## config.mk

```make
export PLATFORM = sky130hd
export DESIGN_NAME = json_string_unescape
export DESIGN_NICKNAME = d
export VERILOG_FILES = /design/src/rtl/core/jsu_pkg.sv /design/src/rtl/core/jsu_front.sv /design/src/rtl/core/jsu_queue.sv /design/src/rtl/core/jsu_back.sv /design/src/rtl/core/json_string_unescape.sv
export SDC_FILE = /design/constraint.sdc
export NUM_CORES = 1
export LEC_CHECK = 0
export ABC_AREA = 1
export BUFFER_PORTS_ARGS = -buffer_cell sky130_fd_sc_hd__buf_4
export CAP_MARGIN = 5
export CORE_UTILIZATION = 45
export CTS_CLUSTER_DIAMETER = 40
export DETAILED_ROUTE_END_ITERATION = 10
export HOLD_SLACK_MARGIN = 0.1
export PLACE_DENSITY = 0.66
export REMOVE_ABC_BUFFERS = 1
export SKIP_CTS_REPAIR_TIMING = 1
export SLEW_MARGIN = 20
export SYNTH_ARGS = -nofsm -noshare
export SYNTH_HDL_FRONTEND = slang
export SYNTH_SLANG_ARGS = --single-unit
```

## constraint.sdc

```tcl
create_clock -name clk -period 5.23 [get_ports clk]
set_input_delay 0.7845 -clock clk [delete_from_list [all_inputs] [get_ports clk]]
set_output_delay 0.7845 -clock clk [all_outputs]
set_load 0.02 [all_outputs]
```

## src/rtl/core/jsu_pkg.sv

```systemverilog
// Shared types and constants for the JSON string unescaper.
// No dependencies; used by every module under rtl/core.
package jsu_pkg;

  // Result error codes
  typedef enum logic [2:0] {
    ERR_NONE     = 3'd0,
    ERR_BAD_ESC  = 3'd1,
    ERR_BAD_HEX  = 3'd2,
    ERR_LONE_LOW = 3'd3,
    ERR_NO_PAIR  = 3'd4,
    ERR_BAD_LOW  = 3'd5,
    ERR_TRUNC    = 3'd6
  } err_code_t;

  // Input transaction payload
  typedef struct packed {
    logic [7:0] in_byte;
    logic       in_last;
  } in_t;

  // Output transaction payload
  typedef struct packed {
    logic [7:0] out_byte;
    logic       out_valid;
    logic [2:0] error_code;
    logic       out_last;
  } out_t;

  localparam int RES_MAX = 4;                 // most results one input byte can cause
  localparam int RES_IDX_W = $clog2(RES_MAX);

  // One classified input byte: a burst of 1..4 data bytes, or a single
  // marker/error result.
  typedef struct packed {
    logic [RES_MAX-1:0][7:0] bytes;
    logic [RES_IDX_W-1:0]    cnt;     // number of data bytes minus one
    logic                    data;    // 1: data burst, 0: marker or error
    err_code_t               err;
    logic                    last;
  } rec_t;

  localparam int QDEPTH = 4;
  localparam int QPTR_W = $clog2(QDEPTH);
  localparam int QCNT_W = $clog2(QDEPTH + 1);

endpackage

```

## src/rtl/core/jsu_front.sv

```systemverilog
// Front end: accepts raw string bytes, runs the escape state machine and
// emits one record per byte that causes output. Depends on jsu_pkg.
module jsu_front (
  input  logic            clk,
  input  logic            rst_n,
  input  logic            fire,      // byte accepted this cycle
  input  jsu_pkg::in_t    in_data,
  output logic            rec_valid,
  output jsu_pkg::rec_t   rec
);

  typedef enum logic [2:0] {
    M_PLAIN,
    M_ESC,
    M_HEX1,
    M_WANT_BS,
    M_WANT_U,
    M_HEX2
  } mode_t;

  localparam logic [7:0]  CH_BSLASH = 8'h5C;
  localparam logic [7:0]  CH_U      = 8'h75;
  localparam logic [10:0] PLANE_ADD = 11'd64;  // 0x10000 >> 10

  mode_t       mode_r, mode_nxt;
  logic [15:0] acc_r, acc_nxt;
  logic [9:0]  hs_r, hs_nxt;
  logic [1:0]  cnt_r, cnt_nxt;
  logic        drop_r, drop_nxt;

  logic [7:0]  b;
  logic        last;
  logic [4:0]  hex_res;
  logic        hex_ok;
  logic [15:0] acc_new;
  logic [8:0]  esc_res;
  logic [10:0] cp_hi;
  logic [20:0] cp;

  // {ok, value}
  function automatic logic [4:0] hex_of(input logic [7:0] c);
    logic [7:0] lo, up;
    lo = c - 8'h57;
    up = c - 8'h37;
    if (c >= 8'h30 && c <= 8'h39) return {1'b1, c[3:0]};
    else if (c >= 8'h61 && c <= 8'h66) return {1'b1, lo[3:0]};
    else if (c >= 8'h41 && c <= 8'h46) return {1'b1, up[3:0]};
    else return 5'd0;
  endfunction

  // {ok, byte}
  function automatic logic [8:0] simple_esc(input logic [7:0] c);
    logic [8:0] r;
    case (c)
      8'h5C:   r = {1'b1, 8'h5C};
      8'h22:   r = {1'b1, 8'h22};
      8'h2F:   r = {1'b1, 8'h2F};
      8'h62:   r = {1'b1, 8'h08};
      8'h66:   r = {1'b1, 8'h0C};
      8'h6E:   r = {1'b1, 8'h0A};
      8'h74:   r = {1'b1, 8'h09};
      8'h72:   r = {1'b1, 8'h0D};
      default: r = 9'd0;
    endcase
    return r;
  endfunction

  assign b       = in_data.in_byte;
  assign last    = in_data.in_last;
  assign hex_res = hex_of(b);
  assign hex_ok  = hex_res[4];
  assign acc_new = {acc_r[11:0], hex_res[3:0]};
  assign esc_res = simple_esc(b);
  assign cp_hi   = {1'b0, hs_r} + PLANE_ADD;
  assign cp      = {cp_hi[10:0], acc_new[9:0]};

  always_comb begin
    jsu_pkg::err_code_t err;
    err       = jsu_pkg::ERR_NONE;
    mode_nxt  = mode_r;
    acc_nxt   = acc_r;
    hs_nxt    = hs_r;
    cnt_nxt   = cnt_r;
    drop_nxt  = drop_r;
    rec       = '0;
    rec_valid = 1'b0;

    if (drop_r) begin
      // dropping to end of string: only the last byte answers
      if (last) begin
        rec_valid = 1'b1;
        rec.last  = 1'b1;
        mode_nxt  = M_PLAIN;
        acc_nxt   = '0;
        hs_nxt    = '0;
        cnt_nxt   = '0;
        drop_nxt  = 1'b0;
      end
    end else begin
      case (mode_r)
        M_PLAIN: begin
          if (b == CH_BSLASH) begin
            mode_nxt = M_ESC;
          end else begin
            rec_valid    = 1'b1;
            rec.data     = 1'b1;
            rec.bytes[0] = b;
          end
        end
        M_ESC: begin
          if (b == CH_U) begin
            mode_nxt = M_HEX1;
            acc_nxt  = '0;
            cnt_nxt  = '0;
          end else if (esc_res[8]) begin
            rec_valid    = 1'b1;
            rec.data     = 1'b1;
            rec.bytes[0] = esc_res[7:0];
            mode_nxt     = M_PLAIN;
          end else begin
            err = jsu_pkg::ERR_BAD_ESC;
          end
        end
        M_HEX1, M_HEX2: begin
          if (!hex_ok) begin
            err = jsu_pkg::ERR_BAD_HEX;
          end else begin
            acc_nxt = acc_new;
            if (cnt_r != 2'd3) begin
              cnt_nxt = cnt_r + 2'd1;
            end else begin
              cnt_nxt = '0;
              if (mode_r == M_HEX1) begin
                if (acc_new[15:7] == '0) begin
                  rec_valid    = 1'b1;
                  rec.data     = 1'b1;
                  rec.bytes[0] = acc_new[7:0];
                  mode_nxt     = M_PLAIN;
                end else if (acc_new[15:11] == '0) begin
                  rec_valid    = 1'b1;
                  rec.data     = 1'b1;
                  rec.cnt      = 2'd1;
                  rec.bytes[0] = {3'b110, acc_new[10:6]};
                  rec.bytes[1] = {2'b10, acc_new[5:0]};
                  mode_nxt     = M_PLAIN;
                end else if (acc_new[15:11] != 5'b11011) begin
                  rec_valid    = 1'b1;
                  rec.data     = 1'b1;
                  rec.cnt      = 2'd2;
                  rec.bytes[0] = {4'b1110, acc_new[15:12]};
                  rec.bytes[1] = {2'b10, acc_new[11:6]};
                  rec.bytes[2] = {2'b10, acc_new[5:0]};
                  mode_nxt     = M_PLAIN;
                end else if (!acc_new[10]) begin
                  hs_nxt   = acc_new[9:0];
                  mode_nxt = M_WANT_BS;
                end else begin
                  err = jsu_pkg::ERR_LONE_LOW;
                end
              end else begin
                if (acc_new[15:10] == 6'b110111) begin
                  rec_valid    = 1'b1;
                  rec.data     = 1'b1;
                  rec.cnt      = 2'd3;
                  rec.bytes[0] = {5'b11110, cp[20:18]};
                  rec.bytes[1] = {2'b10, cp[17:12]};
                  rec.bytes[2] = {2'b10, cp[11:6]};
                  rec.bytes[3] = {2'b10, cp[5:0]};
                  mode_nxt     = M_PLAIN;
                end else begin
                  err = jsu_pkg::ERR_BAD_LOW;
                end
              end
            end
          end
        end
        M_WANT_BS: begin
          if (b == CH_BSLASH) mode_nxt = M_WANT_U;
          else err = jsu_pkg::ERR_NO_PAIR;
        end
        M_WANT_U: begin
          if (b == CH_U) begin
            mode_nxt = M_HEX2;
            acc_nxt  = '0;
            cnt_nxt  = '0;
          end else begin
            err = jsu_pkg::ERR_NO_PAIR;
          end
        end
        default: begin
          mode_nxt     = M_PLAIN;
          rec_valid    = 1'b1;
          rec.data     = 1'b1;
          rec.bytes[0] = b;
        end
      endcase

      if (err != jsu_pkg::ERR_NONE) begin
        rec_valid = 1'b1;
        rec       = '0;
        rec.err   = err;
        rec.last  = last;
        drop_nxt  = !last;
      end else if (last) begin
        if (mode_nxt != M_PLAIN) begin
          rec_valid = 1'b1;
          rec       = '0;
          rec.err   = (mode_nxt == M_WANT_BS) ? jsu_pkg::ERR_NO_PAIR : jsu_pkg::ERR_TRUNC;
          rec.last  = 1'b1;
        end else if (rec_valid) begin
          rec.last = 1'b1;
        end else begin
          rec_valid = 1'b1;
          rec.last  = 1'b1;
        end
      end

      if (last) begin
        mode_nxt = M_PLAIN;
        acc_nxt  = '0;
        hs_nxt   = '0;
        cnt_nxt  = '0;
        drop_nxt = 1'b0;
      end
    end
  end

  always_ff @(posedge clk) begin
    if (!rst_n) begin
      mode_r <= M_PLAIN;
      acc_r  <= '0;
      hs_r   <= '0;
      cnt_r  <= '0;
      drop_r <= 1'b0;
    end else if (fire) begin
      mode_r <= mode_nxt;
      acc_r  <= acc_nxt;
      hs_r   <= hs_nxt;
      cnt_r  <= cnt_nxt;
      drop_r <= drop_nxt;
    end
  end

`ifndef NO_ASSERTIONS
  // string end always returns the decoder to plain text
  a_last_clears: assert property (@(posedge clk) disable iff (!rst_n)
    (fire && in_data.in_last) |=> (mode_r == M_PLAIN && !drop_r && cnt_r == 2'd0))
    else $error("decoder state not cleared after last byte");
  // the last byte of a string always produces a record
  a_last_answers: assert property (@(posedge clk) disable iff (!rst_n)
    (fire && in_data.in_last) |-> (rec_valid && rec.last))
    else $error("last byte produced no final record");
  // data records never carry an error code
  a_data_no_err: assert property (@(posedge clk) disable iff (!rst_n)
    (rec_valid && rec.data) |-> (rec.err == jsu_pkg::ERR_NONE))
    else $error("data record carries an error code");
  // while dropping, inner bytes give nothing
  a_drop_quiet: assert property (@(posedge clk) disable iff (!rst_n)
    (drop_r && !in_data.in_last) |-> !rec_valid)
    else $error("record produced while dropping");
`endif

endmodule

```

## src/rtl/core/jsu_queue.sv

```systemverilog
// Short register FIFO of classified records between front and back ends.
// Depends on jsu_pkg.
module jsu_queue (
  input  logic          clk,
  input  logic          rst_n,
  input  logic          push,
  input  jsu_pkg::rec_t push_data,
  input  logic          pop,
  output jsu_pkg::rec_t head,
  output logic          full,
  output logic          empty
);

  jsu_pkg::rec_t                 mem_r [jsu_pkg::QDEPTH];
  logic [jsu_pkg::QPTR_W-1:0]    wr_ptr_r, rd_ptr_r;
  logic [jsu_pkg::QCNT_W-1:0]    count_r;
  logic                          do_push, do_pop;

  localparam logic [jsu_pkg::QPTR_W-1:0] PTR_END = jsu_pkg::QPTR_W'(jsu_pkg::QDEPTH - 1);
  localparam logic [jsu_pkg::QCNT_W-1:0] CNT_FULL = jsu_pkg::QCNT_W'(jsu_pkg::QDEPTH);

  assign full    = (count_r == CNT_FULL);
  assign empty   = (count_r == '0);
  assign do_push = push && !full;
  assign do_pop  = pop && !empty;
  assign head    = mem_r[rd_ptr_r];

  always_ff @(posedge clk) begin
    if (do_push) mem_r[wr_ptr_r] <= push_data;
  end

  always_ff @(posedge clk) begin
    if (!rst_n) begin
      wr_ptr_r <= '0;
      rd_ptr_r <= '0;
      count_r  <= '0;
    end else begin
      if (do_push) wr_ptr_r <= (wr_ptr_r == PTR_END) ? '0 : wr_ptr_r + 1'b1;
      if (do_pop)  rd_ptr_r <= (rd_ptr_r == PTR_END) ? '0 : rd_ptr_r + 1'b1;
      case ({do_push, do_pop})
        2'b10:   count_r <= count_r + 1'b1;
        2'b01:   count_r <= count_r - 1'b1;
        default: count_r <= count_r;
      endcase
    end
  end

endmodule

```

## src/rtl/core/jsu_back.sv

```systemverilog
// Back end: expands queued records into output transactions, one per cycle
// while out_ready allows, through a registered output stage. Depends on jsu_pkg.
module jsu_back (
  input  logic          clk,
  input  logic          rst_n,
  input  jsu_pkg::rec_t head,
  input  logic          q_empty,
  output logic          pop,
  output logic          out_valid,
  input  logic          out_ready,
  output jsu_pkg::out_t out_data
);

  jsu_pkg::rec_t                  rec_r, src;
  logic [jsu_pkg::RES_IDX_W-1:0]  idx_r, idx;
  logic                           busy_r;
  logic                           out_valid_r;
  jsu_pkg::out_t                  out_data_r, res;
  logic                           load, have;

  assign load = !out_valid_r || out_ready;
  assign have = busy_r || !q_empty;
  assign pop  = load && !busy_r && !q_empty;
  assign src  = busy_r ? rec_r : head;
  assign idx  = busy_r ? idx_r : '0;

  always_comb begin
    res = '0;
    if (src.data) begin
      res.out_byte  = src.bytes[idx];
      res.out_valid = 1'b1;
      res.out_last  = src.last && (idx == src.cnt);
    end else begin
      res.error_code = src.err;
      res.out_last   = src.last;
    end
  end

  always_ff @(posedge clk) begin
    if (!rst_n) begin
      out_valid_r <= 1'b0;
      busy_r      <= 1'b0;
      idx_r       <= '0;
    end else if (load) begin
      out_valid_r <= have;
      if (busy_r) begin
        busy_r <= (idx_r != rec_r.cnt);
        idx_r  <= idx_r + 1'b1;
      end else if (!q_empty && head.data && head.cnt != '0) begin
        busy_r <= 1'b1;
        idx_r  <= jsu_pkg::RES_IDX_W'(1);
      end
    end
  end

  always_ff @(posedge clk) begin
    if (load && have) out_data_r <= res;
    if (pop) rec_r <= head;
  end

  assign out_valid = out_valid_r;
  assign out_data  = out_data_r;

endmodule

```

## src/rtl/core/json_string_unescape.sv

```systemverilog
// A byte's result passes through the record queue and the registered output stage.
// Throughput: one input byte per cycle while the queue has room; each result is its own
// output transaction, so a \u escape giving two to four UTF-8 bytes holds the output side
// longer, and the four-entry record queue absorbs the difference before in_ready drops.
// Reset: synchronous active-low rst_n clears decoder state, queue and output.
module json_string_unescape (
  input  logic          clk,
  input  logic          rst_n,
  input  logic          in_valid,
  output logic          in_ready,
  input  jsu_pkg::in_t  in_data,
  output logic          out_valid,
  input  logic          out_ready,
  output jsu_pkg::out_t out_data
);

  // Structure:
  //   jsu_front  - escape/hex/surrogate state machine, at most one record per byte
  //   jsu_queue  - short record FIFO so front and back stall independently
  //   jsu_back   - serializes a record (1..4 bytes or one marker) to the port

  logic          fire;
  logic          rec_valid;
  jsu_pkg::rec_t rec;
  jsu_pkg::rec_t head;
  logic          q_full, q_empty, q_pop;

  // A byte is taken whenever the queue has room; every byte can produce
  // at most one record, so room for one is enough.
  assign in_ready = !q_full;
  assign fire     = in_valid && in_ready;

  jsu_front u_front (
    .clk       (clk),
    .rst_n     (rst_n),
    .fire      (fire),
    .in_data   (in_data),
    .rec_valid (rec_valid),
    .rec       (rec)
  );

  jsu_queue u_queue (
    .clk       (clk),
    .rst_n     (rst_n),
    .push      (fire && rec_valid),
    .push_data (rec),
    .pop       (q_pop),
    .head      (head),
    .full      (q_full),
    .empty     (q_empty)
  );

  jsu_back u_back (
    .clk       (clk),
    .rst_n     (rst_n),
    .head      (head),
    .q_empty   (q_empty),
    .pop       (q_pop),
    .out_valid (out_valid),
    .out_ready (out_ready),
    .out_data  (out_data)
  );

endmodule
```

==> impl_metrics.csv, run 1 <==
group,metric,value,unit
run_status,outcome,"complete, no violations",
critical_path,worstReg2RegStart,"u_front.drop_r$_SDFFE_PN0P_",
sta,fmax,290,MHz
global_routing,grt.overflow.total,0,
global_routing,met1_usage,29.2,%
cts,cts-root-buf,"clkbuf_16",
power_and_ir_drop,finalPower,6.16,mW
synth,ys_warn_count,0,
synth,yosysMostFrequentCell,"edfxtp_1",
place,place_congestion,0.946,
critical_path,cp-startpoint,"in_data[1]",
synth,ys.flop_type,"edfxtp_1",
route,drt-initial-drc-count,558,
critical_path,crit_fanout,6,
global_routing,grt_start_max_net_pins,73,
die,initial_utilization,46.4,%
place,port_buffers,27,
final_layout,final_nets,1150,
sta,tightest_slew,0.887,ns
global_routing,use_met3,2.51,%
power_and_ir_drop,vdd_ir_drop_max,0.000326,V
cts,cts_tree,"done",
synth,yosysSeqAreaShare,61.0,%
power_and_ir_drop,swShare,33.5,%
sta,drv_slew,0,
route,wirelength,25400,µm
die,die_h,155,µm
power_and_ir_drop,p_per_area,510,mW/mm²
final_layout,syn_to_final_growth,14.0,%
synth,netlist_instances,1099,
global_routing,first_global_vias,7539,
final_layout,nFillCells,2098,
route,num_vias,7866,
critical_path,cp.arrival,3.87,ns
sta,setup_viol,0,
critical_path,r2r_end,"u_queue.count_r[2]$_SDFFE_PN0P_",
sta,rsz0062_at_grt,"false",
global_routing,grt.busiest_layer,"met2",
critical_path,worst_setup_path_end_kind,"flop",
synth,synth_cell_types,44,
critical_path,reg2reg_slack,1.88,ns
die,num_io_pins,28,
power_and_ir_drop,p_leak,4.50,nW
power_and_ir_drop,seqPwrFrac,42.9,%
power_and_ir_drop,power_frac_comb,25.7,%
critical_path,required,5.65,ns
power_and_ir_drop,power.internal,4.10,mW
final_layout,register_area,0.00647,mm²
sta,finalHoldViolCount,0,
job,maxCapViolCount,0,
die,dieWidth,155,µm
critical_path,critPathCapture,"u_queue.count_r[2]$_SDFFE_PN0P_",
route,avgViaCountPerCell,5.39,
final_layout,antenna_cells,0,
die,die_area,0.0242,mm²
synth,ys_async_sr_fraction,0,%
cts,clk_latency,0.55,ns
critical_path,start_kind,"primary input",
cts,ctsLongestPathBuffers,3,
cts,cts.sinks,229,
global_routing,met2_usage,35.4,%
sta,fin_crit,3.45,ns
die,core.rowCount,55,
synth,syn_area_per_cell,9.64,µm²
cts,cts_max_level,1,
sta,fin_setup_tns,0,ns
route,first_pass_iters,5,
route,ant_nets,0,
final_layout,multi_input_area,0.00356,mm²
sta,clock_skew,0.0277,ns
cts,clkSlewWorstSetupHoldPaths,0.06,ns
global_routing,grtUsageTotal,21.5,%
synth,ys_seq_elements,229,
synth,synth_commonest_cells,"edfxtp_1, nand2_1, nor2_1",
cts,cts_buffers,30,
route,wire_per_inst,17.4,µm
synth,syn_area,0.0106,mm²
sta,maxSlewHeadroom,40.8,%
critical_path,crit_type,"in2reg",
route,drcViolationCount,0,
final_layout,final_area,0.0121,mm²
synth,synth_edf_count,188,
critical_path,worstRegToRegCells,11,
final_layout,drive_gt1_share,11.9,%
global_routing,grt_first_pass_wirelength,40400,µm
sta,whs,0.457,ns
min_path,min-delay-path-class,"reg2reg",
global_routing,antenna_found_initial,0,
place,dp_hpwl,17000,µm
synth,yosysTopAreaCellShare,53.3,%
die,core_area,0.0228,mm²
synth,yosys-top-cells-area,"edfxtp_1, dfxtp_1, nand2_1, nor2_1, o21ai_0",
place,place_area,0.0111,mm²
power_and_ir_drop,p_clk_share,31.4,%
sta,finalCritPeriodShare,66.0,%
power_and_ir_drop,p_switching,2.07,mW
synth,yosysTopAreaCell,"edfxtp_1",
## cells by family (layout without fill, tap and decap cells)
group,Yosys count,after routing,synth area share [%]
adder cells (fa/ha/maj),13,13,1.61
buffers and inverters,151,199,5.68
XOR/XNOR,6,6,0.496
AO/OA/AOI/OAI,228,228,11.8
AND/OR/NAND/NOR,472,472,19.4
flip-flops,229,229,61.0
## final cells by class
| type | count | area share (%) |
|---|---|---|
| tap | 313 | 3.24 |
| inverter | 105 | 3.26 |
| multi-input combinational | 719 | 29.5 |
| clock inverter | 23 | 1.78 |
| timing repair buffer | 39 | 2.42 |
| clock buffer | 32 | 6.28 |
| sequential | 229 | 53.6 |
## power groups by stage
| stage | clock network (mW) | registers [mW] | logic (mW) |
|---|---|---|---|
| floorplan | 0 | 2.77 | 0.921 |
| global placement | 0 | 2.68 | 1.56 |
| detailed placement | 0 | 2.68 | 1.59 |
| CTS | 1.96 | 2.65 | 1.60 |
| global route | 2.04 | 2.68 | 1.79 |
| finish | 1.93 | 2.64 | 1.59 |
## metrics by stage
stage / std cells / setup WS (ns) / util (%)
final: 1460 / 1.78 / 52.9
after global routing: 1460 / 1.35 / 52.9
after CTS: 1460 / 1.82 / 52.9
after detailed placement: 1405 / 1.25 / 48.6
after global placement: 1405 / 1.31 / 48.6
after floorplan: 1053 / 1.31 / -
## critical path, stage by stage
cell     delay [ns]
buf_4          0.13
inv_1          0.11
ha_1           0.24
nand2_1        0.07
nor2_1         0.10
nand2_1        0.15
inv_1          0.13
nor2_1         0.05
nor2_1         0.21
nand3_1        0.15
nor2_1         0.11
nand2_1        0.12
nand2_1        0.34
ha_1           0.22
inv_1          0.07
fa_1           0.43
a21oi_1        0.14
o21ai_0        0.11
o21ai_0        0.15
a21oi_1        0.05
## worst min path at each step
stage                                  from                      endpoint  slack, ns  depth (start not counted)
3_3_place_gp   u_front.hs_r[5]$_SDFFE_PN0P_  u_front.hs_r[5]$_SDFFE_PN0P_       0.44                          2
4_1_cts        u_front.hs_r[5]$_SDFFE_PN0P_  u_front.hs_r[5]$_SDFFE_PN0P_       0.46                          2
2_1_floorplan  u_front.hs_r[5]$_SDFFE_PN0P_  u_front.hs_r[5]$_SDFFE_PN0P_       0.43                          2
6_report       u_front.hs_r[5]$_SDFFE_PN0P_  u_front.hs_r[5]$_SDFFE_PN0P_       0.46                          2
3_5_place_dp   u_front.hs_r[5]$_SDFFE_PN0P_  u_front.hs_r[5]$_SDFFE_PN0P_       0.45                          2
5_1_grt        u_front.hs_r[5]$_SDFFE_PN0P_  u_front.hs_r[5]$_SDFFE_PN0P_       0.48                          2
## metal layers
metal / wire [µm] / part of all wire [%]
met3: 1410 / 5.5
met5: 0 / 0
met2: 11700 / 46
met4: 886 / 3.5
met1: 11400 / 45
## flip-flops by register name (all words and copies together), names as in the netlist, 2 cells and up, named ones only
signal            count
u_back.idx_r          2
u_front.cnt_r         2
u_front.acc_r        12
u_back.out_data      13
u_front.hs_r         10
u_queue.count_r       3
u_queue.wr_ptr_r      2
u_back.rec_r         35
u_queue.mem_r       140
u_front.mode_r        3
u_queue.rd_ptr_r      2
## cells in the final DEF (no fill, tap or decap), types with 4 or more instances in the layout
master and instances:
inv_2 8, nand2_2 9, o31ai_1 7, o22ai_1 32, clkinv_4 4, clkbuf_16 30, nand3_1 75, nor3_1 16
dfxtp_1 40, o21ai_0 95, inv_1 93, nand2_1 183, nor2_1 148, clkinv_1 8, nor2_4 6, buf_4 39
a21oi_1 71, nor2_2 15, o21ai_1 4, ha_1 12, xor2_1 4, edfxtp_1 188, a22oi_1 8, nand4_1 8
Power figures use the tool's default switching activity.
==> inputs of run 2 (changes only) <==
Clock period 5.23 ns to 3.4 ns, I/O delays scaled along.
==> run 2 against run 1 <==
Cell area rose by 1.3%. Non-clock buffer count increased by 10. Wire length is 0.43% higher. Critical endpoint unchanged. Largest power group unchanged.
==> impl_metrics.csv, run 2 (synthesized netlist as in run 1, its figures left out) <==
group,metric,value,unit
critical_path,crit_chain,"inv_1, nand3_1, nand2_2, nand3_1, nand3_2, nor2_4, nand2_1, nand2_1, ha_1, inv_1, fa_1, a21oi_1, o21ai_0, o21ai_0, a21oi_1",
route,wirelength,25600,µm
sta,finalCritPeriodShare,83.6,%
sta,rsz0062_at_grt,"false",
final_layout,syn_to_final_growth,15.4,%
power_and_ir_drop,finalPower,9.66,mW
cts,cts_tree,"done",
sta,fmax,352,MHz
sta,tightest_slew,0.861,ns
route,avgViaCountPerCell,5.44,
cts,cts.sinks,229,
critical_path,cp_top_family,"simple AND/OR/NAND/NOR gates",
die,die_h,155,µm
sta,setup_viol,0,
final_layout,final_area,0.0122,mm²
critical_path,crit_fanout,9,
power_and_ir_drop,vdd_ir_drop_max,0.000443,V
critical_path,cp.arrival,3.28,ns
cts,cts_max_level,1,
route,num_vias,8000,
critical_path,slowest_stage,"dfxtp_1",
sta,maxSlewHeadroom,42.6,%
power_and_ir_drop,swShare,33.5,%
power_and_ir_drop,p_clk_share,32.0,%
sta,drv_slew,0,
final_layout,top_register,"u_queue.mem_r",
critical_path,worstReg2RegStart,"u_front.mode_r[1]$_SDFFE_PN0P_",
place,placedCellCount,1415,
route,ant_nets,0,
global_routing,grt.overflow.total,0,
route,first_pass_iters,6,
min_path,min-delay-path-class,"in2reg",
critical_path,worstRegToRegCells,15,
critical_path,critPathCapture,"u_queue.count_r[2]$_SDFFE_PN0P_",
final_layout,antenna_cells,0,
critical_path,crit_type,"reg2reg",
route,drt-initial-drc-count,666,
global_routing,grt_start_max_net_pins,73,
sta,finalHoldViolCount,0,
final_layout,final_nets,1160,
die,core.rowCount,55,
die,core_area,0.0228,mm²
die,initial_utilization,46.4,%
global_routing,antenna_found_initial,0,
final_layout,drive_gt1_share,12.9,%
die,num_io_pins,28,
place,place_congestion,0.947,
place,port_buffers,27,
die,dieWidth,155,µm
power_and_ir_drop,seqPwrFrac,41.8,%
final_layout,final_common_cell,"edfxtp_1",
critical_path,r2r_end,"u_queue.count_r[2]$_SDFFE_PN0P_",
cts,clk_latency,0.56,ns
final_layout,final_cells,1471,
power_and_ir_drop,power.internal,6.42,mW
cts,clkSlewWorstSetupHoldPaths,0.06,ns
power_and_ir_drop,p_switching,3.24,mW
critical_path,worst_setup_path_end_kind,"flop",
final_layout,most-common-layout-cells,"edfxtp_1, nand2_1, nor2_1",
place,place_area,0.0112,mm²
power_and_ir_drop,p_leak,4.58,nW
route,wire_per_inst,17.4,µm
critical_path,required,3.83,ns
cts,cts_buffers,30,
critical_path,reg2reg_slack,0.56,ns
final_layout,nFillCells,2080,
cts,cts-root-buf,"clkbuf_16",
cts,ctsLongestPathBuffers,3,
critical_path,cpPeakStageDelay,0.49,ns
power_and_ir_drop,power_frac_comb,26.2,%
global_routing,first_global_vias,7475,
power_and_ir_drop,p_per_area,790,mW/mm²
sta,clock_skew,0.0217,ns
job,maxCapViolCount,0,
final_layout,post-route-util,53.5,%
critical_path,crit_cells,15,
critical_path,start_kind,"flop",
critical_path,critPathBufInv,2,
critical_path,cp-startpoint,"u_front.mode_r[1]$_SDFFE_PN0P_",
global_routing,grt_first_pass_wirelength,40100,µm
route,drcViolationCount,0,
global_routing,grtUsageTotal,21.3,%
sta,fin_crit,2.84,ns
place,dp_hpwl,16700,µm
die,die_area,0.0242,mm²
run_status,outcome,"complete, no violations",
final_layout,largest_register_ffs,140,
==> run 2: area by class of cell <==
class	count	area (µm²)	area share (%)
inverter	105	394	3.22
clock inverter	23	241	1.97
timing repair buffer	49	418	3.42
clock buffer	33	762	6.23
tap	313	392	3.20
sequential	229	6470	52.9
multi-input combinational	719	3560	29.1
==> run 2: how the worst min path moves through the flow <==
stage          slack (ns)                         start                          endpoint  cells after the start
4_1_cts              0.29                     out_ready      u_back.idx_r[0]$_SDFFE_PN0P_                      4
6_report             0.31                     out_ready      u_back.idx_r[0]$_SDFFE_PN0P_                      4
5_1_grt              0.32                         rst_n  u_queue.wr_ptr_r[1]$_SDFFE_PN0P_                      3
3_3_place_gp         0.45  u_front.hs_r[5]$_SDFFE_PN0P_      u_front.hs_r[5]$_SDFFE_PN0P_                      2
2_1_floorplan        0.43  u_front.hs_r[5]$_SDFFE_PN0P_      u_front.hs_r[5]$_SDFFE_PN0P_                      2
3_5_place_dp         0.46  u_front.hs_r[5]$_SDFFE_PN0P_      u_front.hs_r[5]$_SDFFE_PN0P_                      2
==> run 2: power groups by stage <==
stage | clock network [mW] | logic, mW | registers [mW]
after floorplan | 0 | 1.42 | 4.27
after global placement | 0 | 2.51 | 4.09
after detailed placement | 0 | 2.54 | 4.10
after CTS | 3.13 | 2.55 | 4.05
after global routing | 3.24 | 2.84 | 4.10
final | 3.09 | 2.53 | 4.04
==> run 2: stage by stage <==
stage / setup WS, ns / hold slack, ns / setup TNS (ns)
floorplan: -0.242 / 0.429 / -34.75
global placement: 0.216 / 0.454 / 0
detailed placement: 0.153 / 0.457 / 0
CTS: 0.590 / 0.292 / 0
global route: 0.261 / 0.321 / 0
finish: 0.558 / 0.309 / 0
==> run 2: per-layer routing <==
| layer | routed length [µm] | up-vias | part of all wire [%] | GRT usage [%] |
|---|---|---|---|---|
| met2 | 11900 | 273 | 46 | 34.6 |
| met1 | 11500 | 3776 | 45 | 29.0 |
| met3 | 1380 | 75 | 5.4 | 2.87 |
| met5 | 0 | - | 0 | 0 |
| li1 | - | 3876 | - | - |
| met4 | 845 | 0 | 3.3 | 7.98 |
==> run 2: worst reg2reg max path: stages (launching register included) <==
cell	delay (ns)
dfxtp_1	0.49
inv_1	0.14
nand3_1	0.21
nand2_2	0.19
nand3_1	0.16
nand3_2	0.10
nor2_4	0.14
nand2_1	0.10
nand2_1	0.09
ha_1	0.14
inv_1	0.07
fa_1	0.43
a21oi_1	0.14
o21ai_0	0.11
o21ai_0	0.17
a21oi_1	0.05
